### config.mk
export PLATFORM = sky130hd
export DESIGN_NAME = checksummed_reply_deframer
export DESIGN_NICKNAME = d
export VERILOG_FILES = /design/src/rtl/crd_pkg.sv /design/src/rtl/crd_in_stage.sv /design/src/rtl/crd_core.sv /design/src/rtl/checksummed_reply_deframer.sv
export VERILOG_INCLUDE_DIRS = /design/src /design/src/rtl
export SDC_FILE = /design/constraint.sdc
export NUM_CORES = 1
export LEC_CHECK = 0
export BUFFER_PORTS_ARGS = -buffer_cell sky130_fd_sc_hd__clkbuf_2
export CORE_MARGIN = 2
export CORE_UTILIZATION = 60
export CTS_CLUSTER_DIAMETER = 30
export DETAILED_ROUTE_END_ITERATION = 10
export PLACE_DENSITY = 0.88
export SYNTH_ARGS = -nofsm -noshare
export SYNTH_HDL_FRONTEND = slang
export SYNTH_SLANG_ARGS = --single-unit
### constraint.sdc
create_clock -name clk -period 5.93 [get_ports clk]
set_input_delay 0.8895 -clock clk [delete_from_list [all_inputs] [get_ports clk]]
set_output_delay 0.8895 -clock clk [all_outputs]
set_load 0.05 [all_outputs]
### src/rtl/checksummed_reply_deframer_macros.svh
// assertion macros used by the deframer core rtl
`ifndef CHECKSUMMED_REPLY_DEFRAMER_MACROS_SVH
`define CHECKSUMMED_REPLY_DEFRAMER_MACROS_SVH

// same-cycle implication, disabled during reset
`define CRD_ASSERT_NOW(label, clk, rst_n, ante, cons, msg) \
	label: assert property (@(posedge clk) disable iff (!(rst_n)) (ante) |-> (cons)) \
		else $error(msg);

// next-cycle implication, disabled during reset
`define CRD_ASSERT_NEXT(label, clk, rst_n, ante, cons, msg) \
	label: assert property (@(posedge clk) disable iff (!(rst_n)) (ante) |=> (cons)) \
		else $error(msg);

`endif

### src/rtl/crd_pkg.sv
// ----------------------------------------------------------------------------
// crd_pkg
// types and constants shared by the reply deframer modules
// ----------------------------------------------------------------------------
package crd_pkg;

	typedef enum logic [1:0] {
		PH_IDLE = 2'd0,
		PH_HUNT = 2'd1,
		PH_LEN  = 2'd2,
		PH_BODY = 2'd3
	} phase_t;

	typedef enum logic [1:0] {
		ST_OK       = 2'd0,
		ST_TIMEOUT  = 2'd1,
		ST_CHKSUM   = 2'd2,
		ST_UNSUPP   = 2'd3
	} status_t;

	typedef enum logic {
		REG_TIMEOUT_LIMIT = 1'b0,
		REG_START_CODE    = 1'b1
	} reg_index_t;

	localparam logic [15:0] TIMEOUT_RESET    = 16'd50000;
	localparam logic [7:0]  START_CODE_RESET = 8'h81;
	localparam logic [7:0]  TYPE_UNSUPPORTED = 8'hFF;
	localparam logic [7:0]  MIN_LENGTH       = 8'd3;
	localparam logic [7:0]  POS_TYPE         = 8'd2;
	localparam logic [7:0]  POS_PARAM        = 8'd3;
	localparam logic [7:0]  LEN_WITH_PARAM   = 8'd4;

	typedef struct packed {
		logic       valid;
		logic [7:0] rx_byte;
		logic       begin_req;
	} item_t;

	typedef struct packed {
		status_t    status;
		logic [7:0] frame_length;
		logic [7:0] frame_type;
		logic [7:0] first_param;
	} result_t;

endpackage

### src/rtl/crd_in_stage.sv
// ----------------------------------------------------------------------------
// crd_in_stage
// input register holding one received byte until the core takes it
// ----------------------------------------------------------------------------
module crd_in_stage (
	input  logic            clk,
	input  logic            arst_n,
	input  logic            in_valid,
	output logic            in_stall,
	input  logic [7:0]      rx_byte,
	input  logic            begin_req,
	input  logic            advance,
	output crd_pkg::item_t  item_s1
);
	import crd_pkg::*;

	logic       valid_s1;
	logic [7:0] rx_byte_s1;
	logic       begin_s1;
	logic       accept;

	assign in_stall = valid_s1 && !advance;
	assign accept   = in_valid && !in_stall;

	always_ff @(posedge clk or negedge arst_n) begin
		if (!arst_n) begin
			valid_s1 <= 1'b0;
		end else if (accept) begin
			valid_s1 <= 1'b1;
		end else if (advance) begin
			valid_s1 <= 1'b0;
		end
	end

	always_ff @(posedge clk) begin
		if (accept) begin
			rx_byte_s1 <= rx_byte;
			begin_s1   <= begin_req;
		end
	end

	assign item_s1 = '{valid: valid_s1, rx_byte: rx_byte_s1, begin_req: begin_s1};

endmodule

### src/rtl/crd_core.sv
// ----------------------------------------------------------------------------
// crd_core
// frame state update per byte and registered result output
// ----------------------------------------------------------------------------
module crd_core (
	input  logic             clk,
	input  logic             arst_n,
	input  crd_pkg::item_t   item_s1,
	output logic             advance,
	input  logic [15:0]      timeout_limit,
	input  logic [7:0]       start_code,
	output logic             out_valid,
	input  logic             out_stall,
	output crd_pkg::result_t result
);
	import crd_pkg::*;
	`include "checksummed_reply_deframer_macros.svh"

	phase_t     phase_q, phase_nxt;
	logic [15:0] hunt_q, hunt_nxt;
	logic [7:0]  sum_q, sum_nxt;
	logic [7:0]  len_q, len_nxt;
	logic [7:0]  pos_q, pos_nxt;
	logic [7:0]  type_q, type_nxt;
	logic [7:0]  param_q, param_nxt;

	logic        out_valid_q;
	result_t     result_q;

	logic [15:0] hunt_inc;
	logic        limit_zero;
	logic        hunt_hit;
	logic        start_hit;
	logic        short_len;
	logic        body_more;
	logic [7:0]  b;
	logic [7:0]  type_eff;
	logic [7:0]  param_eff;

	logic        res_valid;
	result_t     res;

	assign advance   = item_s1.valid && (!out_valid_q || !out_stall);
	assign b         = item_s1.rx_byte;
	assign hunt_inc  = hunt_q + 16'd1;
	assign limit_zero = (timeout_limit == 16'd0);
	assign hunt_hit  = (hunt_inc >= timeout_limit);
	assign start_hit = (b == start_code);
	assign short_len = (b < MIN_LENGTH);
	assign body_more = ({1'b0, pos_q} + 9'd1) < {1'b0, len_q};
	assign type_eff  = (pos_q == POS_TYPE) ? b : type_q;
	assign param_eff = (pos_q == POS_PARAM) ? b : param_q;

	// next phase
	always_comb begin
		phase_nxt = phase_q;
		if (item_s1.begin_req) begin
			phase_nxt = limit_zero ? PH_IDLE : PH_HUNT;
		end else begin
			unique case (phase_q)
				PH_IDLE: phase_nxt = PH_IDLE;
				PH_HUNT: begin
					if (hunt_hit) begin
						phase_nxt = PH_IDLE;
					end else if (start_hit) begin
						phase_nxt = PH_LEN;
					end
				end
				PH_LEN:  phase_nxt = short_len ? PH_IDLE : PH_BODY;
				PH_BODY: phase_nxt = body_more ? PH_BODY : PH_IDLE;
				default: phase_nxt = PH_IDLE;
			endcase
		end
	end

	// datapath and result
	always_comb begin
		hunt_nxt  = hunt_q;
		sum_nxt   = sum_q;
		len_nxt   = len_q;
		pos_nxt   = pos_q;
		type_nxt  = type_q;
		param_nxt = param_q;
		res_valid = 1'b0;
		res       = '{status: ST_OK, frame_length: 8'd0, frame_type: 8'd0, first_param: 8'd0};
		if (item_s1.begin_req) begin
			hunt_nxt  = 16'd0;
			sum_nxt   = 8'd0;
			len_nxt   = 8'd0;
			pos_nxt   = 8'd0;
			type_nxt  = 8'd0;
			param_nxt = 8'd0;
			if (limit_zero) begin
				res_valid  = 1'b1;
				res.status = ST_TIMEOUT;
			end
		end else begin
			unique case (phase_q)
				PH_IDLE: begin
				end
				PH_HUNT: begin
					hunt_nxt = hunt_inc;
					if (hunt_hit) begin
						res_valid  = 1'b1;
						res.status = ST_TIMEOUT;
					end else if (start_hit) begin
						sum_nxt = start_code;
					end
				end
				PH_LEN: begin
					len_nxt = b;
					sum_nxt = sum_q + b;
					if (short_len) begin
						res_valid        = 1'b1;
						res.status       = ST_CHKSUM;
						res.frame_length = b;
					end else begin
						pos_nxt = POS_TYPE;
					end
				end
				PH_BODY: begin
					type_nxt  = type_eff;
					param_nxt = param_eff;
					if (body_more) begin
						sum_nxt = sum_q + b;
						pos_nxt = pos_q + 8'd1;
					end else begin
						res_valid        = 1'b1;
						res.frame_length = len_q;
						res.frame_type   = type_eff;
						res.first_param  = (len_q >= LEN_WITH_PARAM) ? param_eff : 8'd0;
						if (sum_q != b) begin
							res.status = ST_CHKSUM;
						end else if (type_eff == TYPE_UNSUPPORTED) begin
							res.status = ST_UNSUPP;
						end else begin
							res.status = ST_OK;
						end
					end
				end
				default: begin
				end
			endcase
		end
	end

	always_ff @(posedge clk or negedge arst_n) begin
		if (!arst_n) begin
			phase_q <= PH_IDLE;
			hunt_q  <= 16'd0;
			sum_q   <= 8'd0;
			len_q   <= 8'd0;
			pos_q   <= 8'd0;
			type_q  <= 8'd0;
			param_q <= 8'd0;
		end else if (advance) begin
			phase_q <= phase_nxt;
			hunt_q  <= hunt_nxt;
			sum_q   <= sum_nxt;
			len_q   <= len_nxt;
			pos_q   <= pos_nxt;
			type_q  <= type_nxt;
			param_q <= param_nxt;
		end
	end

	always_ff @(posedge clk or negedge arst_n) begin
		if (!arst_n) begin
			out_valid_q <= 1'b0;
		end else if (advance) begin
			out_valid_q <= res_valid;
		end else if (!out_stall) begin
			out_valid_q <= 1'b0;
		end
	end

	always_ff @(posedge clk) begin
		if (advance && res_valid) begin
			result_q <= res;
		end
	end

	assign out_valid = out_valid_q;
	assign result    = result_q;

	`CRD_ASSERT_NEXT(a_idle_after_result, clk, arst_n, advance && res_valid,
		phase_q == PH_IDLE, "phase not idle after a result")
	`CRD_ASSERT_NOW(a_body_position, clk, arst_n, phase_q == PH_BODY,
		pos_q >= POS_TYPE && pos_q < len_q, "body position out of range")
	`CRD_ASSERT_NOW(a_timeout_fields, clk, arst_n,
		out_valid_q && result_q.status == ST_TIMEOUT,
		result_q.frame_length == 8'd0 && result_q.frame_type == 8'd0 &&
		result_q.first_param == 8'd0, "timeout result carries frame data")
	`CRD_ASSERT_NOW(a_ok_type, clk, arst_n, out_valid_q && result_q.status == ST_OK,
		result_q.frame_type != TYPE_UNSUPPORTED, "ok status on unsupported type")

endmodule

### src/rtl/checksummed_reply_deframer.sv
// ----------------------------------------------------------------------------
// checksummed_reply_deframer
// recovers one checksummed reply frame per receive request from link bytes
// ----------------------------------------------------------------------------
// channel   direction  handshake           payload
// in        sink       in_valid/in_stall   rx_byte, begin_req
// out       source     out_valid/out_stall status, frame_length, frame_type,
//                                           first_param
// cfg       sink       cfg_wr_en           cfg_index, cfg_data
//
// one byte per cycle sustained while out_stall is low; a byte passes the input
// register, the state update and the result register
// reset clears the frame state and loads timeout 50000 and start code 0x81
// a stalled result holds the input register; the next byte waits in it
// ----------------------------------------------------------------------------
module checksummed_reply_deframer (
	input  logic        clk,
	input  logic        arst_n,
	input  logic        in_valid,
	output logic        in_stall,
	input  logic [7:0]  rx_byte,
	input  logic        begin_req,
	output logic        out_valid,
	input  logic        out_stall,
	output logic [1:0]  status,
	output logic [7:0]  frame_length,
	output logic [7:0]  frame_type,
	output logic [7:0]  first_param,
	input  logic        cfg_wr_en,
	input  logic        cfg_index,
	input  logic [15:0] cfg_data
);
	import crd_pkg::*;

	logic [15:0] timeout_limit_q;
	logic [7:0]  start_code_q;
	item_t       item_s1;
	logic        advance;
	result_t     result;

	always_ff @(posedge clk or negedge arst_n) begin
		if (!arst_n) begin
			timeout_limit_q <= TIMEOUT_RESET;
			start_code_q    <= START_CODE_RESET;
		end else if (cfg_wr_en) begin
			unique case (reg_index_t'(cfg_index))
				REG_TIMEOUT_LIMIT: timeout_limit_q <= cfg_data;
				REG_START_CODE:    start_code_q    <= cfg_data[7:0];
				default: begin
				end
			endcase
		end
	end

	crd_in_stage u_in_stage (
		.clk       (clk),
		.arst_n    (arst_n),
		.in_valid  (in_valid),
		.in_stall  (in_stall),
		.rx_byte   (rx_byte),
		.begin_req (begin_req),
		.advance   (advance),
		.item_s1   (item_s1)
	);

	crd_core u_core (
		.clk           (clk),
		.arst_n        (arst_n),
		.item_s1       (item_s1),
		.advance       (advance),
		.timeout_limit (timeout_limit_q),
		.start_code    (start_code_q),
		.out_valid     (out_valid),
		.out_stall     (out_stall),
		.result        (result)
	);

	assign status       = result.status;
	assign frame_length = result.frame_length;
	assign frame_type   = result.frame_type;
	assign first_param  = result.first_param;

endmodule
==> flow_summary.yaml <==
global_route:
  grt_max_degree: 85
  grt_pass1_wl_mm: 24.73
  grtUsageTotal_pct: 28.01
  overflow: 0
  grt_pass1_vias: 5127
  antenna_found_initial: 0
final_layout:
  fin_util_pct: 71.52
  seqCellArea_mm2: 0.003163
  n_fill_cell: 701
  drive_above_1_share_pct: 19.58
  final_cells: 805
  area_delta_synth_final_pct: 15.41
  antenna_cells: 0
  multi_input_area_mm2: 0.002987
  nNetsFinal: 721
logic_synthesis:
  synth_area_leaders: "dfrtp_1, edfxtp_1, ha_1"
  ys_ff_latch: 119
  synth-edff-count: 35
  syn_inst: 603
  ys_types: 59
  ys.warnings.count: 0
  synthTopCellsByCount: "dfrtp_1, nor2_1, nand2_1"
  synth_area_mm2: 0.006397
  synth_top_area_share_pct: 29.73
  synthArstFlopShare_pct: 70.59
  synth_most_common_cell: "dfrtp_1"
  synthDominantAreaCellType: "dfrtp_1"
  syn_nets: 668
  synth-seq-area-share_pct: 49.44
  syn_avg_cell_area_um2: 10.61
  ys.flop_type: "dfrtp_1"
clock_network:
  clkTransAtPathRegs_ns: 0.06
  htree_levels: 4
  hold_buffers: 0
  post_cts_buffers: 0
  cts.repair.resized: 0
  clockBufferDepth: 2
  cts_sinks: 119
  cts_tree: "done"
  numCtsBuffers: 17
  cts-root-buf: "clkbuf_8"
  clk_latency_ns: 0.53
flow_run:
  drv_cap: 0
worst_setup_path:
  path_class: "reg -> reg"
  worst_setup_path_start_kind: "flip-flop"
  cp_max_fo: 8
  end_kind: "flip-flop"
  timing.critical_path.arrival_ns: 4.23
  required_ns: 6.34
worst_hold_path:
  min_path_type: "reg -> reg"
placed_design:
  io_buffers: 58
  globalplace.congestion: 0.8766
  dp_cells: 773
  dp_slack_ns: 2.159
  dp_hpwl_mm: 10.19
sta:
  hold_viol_final: 0
  worst_clock_skew_ns: 0.007362
  slew_headroom_pct: 23.06
  finalCriticalPeriod_ns: 3.814
  tightestPinTransition_ns: 1.149
  fin_ws_ns: 2.116
  fmaxAchievable_ghz: 0.2622
  tns_ns: 0
  setup_violations: 0
  timing.final.crit_share_pct: 64.31
  drv_slew: 0
  rsz0062_at_grt: "no"
routing:
  via_count: 5003
  wl_mm: 15.10
  drtPass1Iterations: 5
  first_iter_violations: 397
  via_per_inst: 6.215
  routedWlPerCell_um: 18.75
  drtAntennaViolNets: 0
  drc: 0
pwr:
  power_density_mw_per_mm2: 379.7
  vdd_ir_drop_max_mv: 0.2325
  leakage_uw: 0.003380
  p_total_uw: 2803
floorplan:
  die_height_um: 107.3
  dieArea_mm2: 0.01150
  die_w_um: 107.3
  ios: 59
  rows: 37
  core_mm2: 0.01032
  start_util_pct: 61.97
status:
  run_status: "finished clean"
## final timing paths
kind / cells past startpoint / slack [ns] / endpoint / from
max: 12 / 2.12 / u_core.sum_q[1] / u_core.hunt_q[2]
max reg2reg: 12 / 2.12 / u_core.sum_q[1] / u_core.hunt_q[2]
min: 2 / 0.49 / u_core.len_q[2] / u_core.len_q[2]
max in group asynchronous: 1 / 4.69 / u_core.param_q[2] / arst_n
min reg2reg: 2 / 0.49 / u_core.len_q[2] / u_core.len_q[2]
min in group asynchronous: 1 / 0.55 / u_core.pos_q[5] / arst_n
## cells in the final DEF, fill, tap and decap left out, drive strengths merged, types with 3 or more instances in the layout
cell type   n
a2111oi     3
a211oi      6
a21o        3
a21oi      18
a22o       17
a22oi       3
a32o       17
and2        4
and3        7
and4        3
buf         5
bufinv      3
clkbuf     75
clkinv      4
clkinvlp    4
dfrtp      76
dfstp       8
edfxtp     35
ha         33
inv        40
mux2       18
mux2i      21
nand2      44
nand2b     14
nand3      16
nand4      13
nor2       57
nor2b       8
nor3        8
nor4        6
o21a        3
o21ai      36
o31ai       6
or3         3
xnor2      14
xor2       16
## layer usage
metal  wire (um)  global-route usage (%)
met3        1020                   7.324
met2        7616                   48.37
met1        5949                   33.21
met4         510                   11.50
met5           0                       0
## report_power, final
| group | switching [uW] | internal (uW) | total [uW] | leakage, uW |
|---|---|---|---|---|
| combinational | 403 | 292 | 695 | 0.00165 |
| sequential | 118 | 945 | 1060 | 0.00145 |
| clock | 391 | 654 | 1040 | 0.000284 |
## state kept, by name (all words and copies together), names as in the netlist, 8 cells and up
| register | cells |
|---|---|
| start_code_q | 8 |
| u_core.pos_q | 8 |
| u_core.result | 26 |
| u_core.sum_q | 8 |
| u_core.len_q | 8 |
| u_core.param_q | 8 |
| u_core.type_q | 8 |
| u_in_stage.rx_byte_s1 | 8 |
| timeout_limit_q | 16 |
| u_core.hunt_q | 16 |
## through the flow
| stage | area [um2] | hold WS, ns |
|---|---|---|
| after floorplan | 6397 | 0.4498 |
| after global placement | 6782 | 0.4628 |
| after detailed placement | 6782 | 0.4812 |
| after CTS | 7383 | 0.4949 |
| after global routing | 7383 | 0.5182 |
| final | 7383 | 0.4928 |
## cell families (layout without fill, tap and decap cells)
| kind of cell | count (synthesis) | count (layout) | synth area share, % |
|---|---|---|---|
| compound gates | 127 | 127 | 14.65 |
| xor+xnor | 30 | 30 | 4.107 |
| fa+ha+maj | 34 | 34 | 6.767 |
| buf+inv | 65 | 131 | 3.970 |
| flops | 119 | 119 | 49.44 |
| mux | 39 | 39 | 6.454 |
| simple gates | 189 | 189 | 14.61 |
## worst max-delay path: stages, from the launching register on
cell and delay [ns]:
dfrtp_1 0.42, and3_1 0.24, and4_1 0.29, nand2_1 0.15, nor3_1 0.31, xor2_1 0.25
ha_1 0.29, nand4_1 0.13, nor2_1 0.07, a21oi_1 0.17, o2111ai_2 0.23, a2111oi_4 0.73
mux2_2 0.41
## cell type report
type | instances | share of cell area, %
clock buffer | 18 | 5.796
clock inverter | 14 | 2.356
inverter | 37 | 1.881
multi-input combinational | 419 | 40.45
sequential | 119 | 42.84
tap | 136 | 2.305
timing repair buffer | 62 | 4.372
No activity file was read; power rests on OpenSTA's default activity.
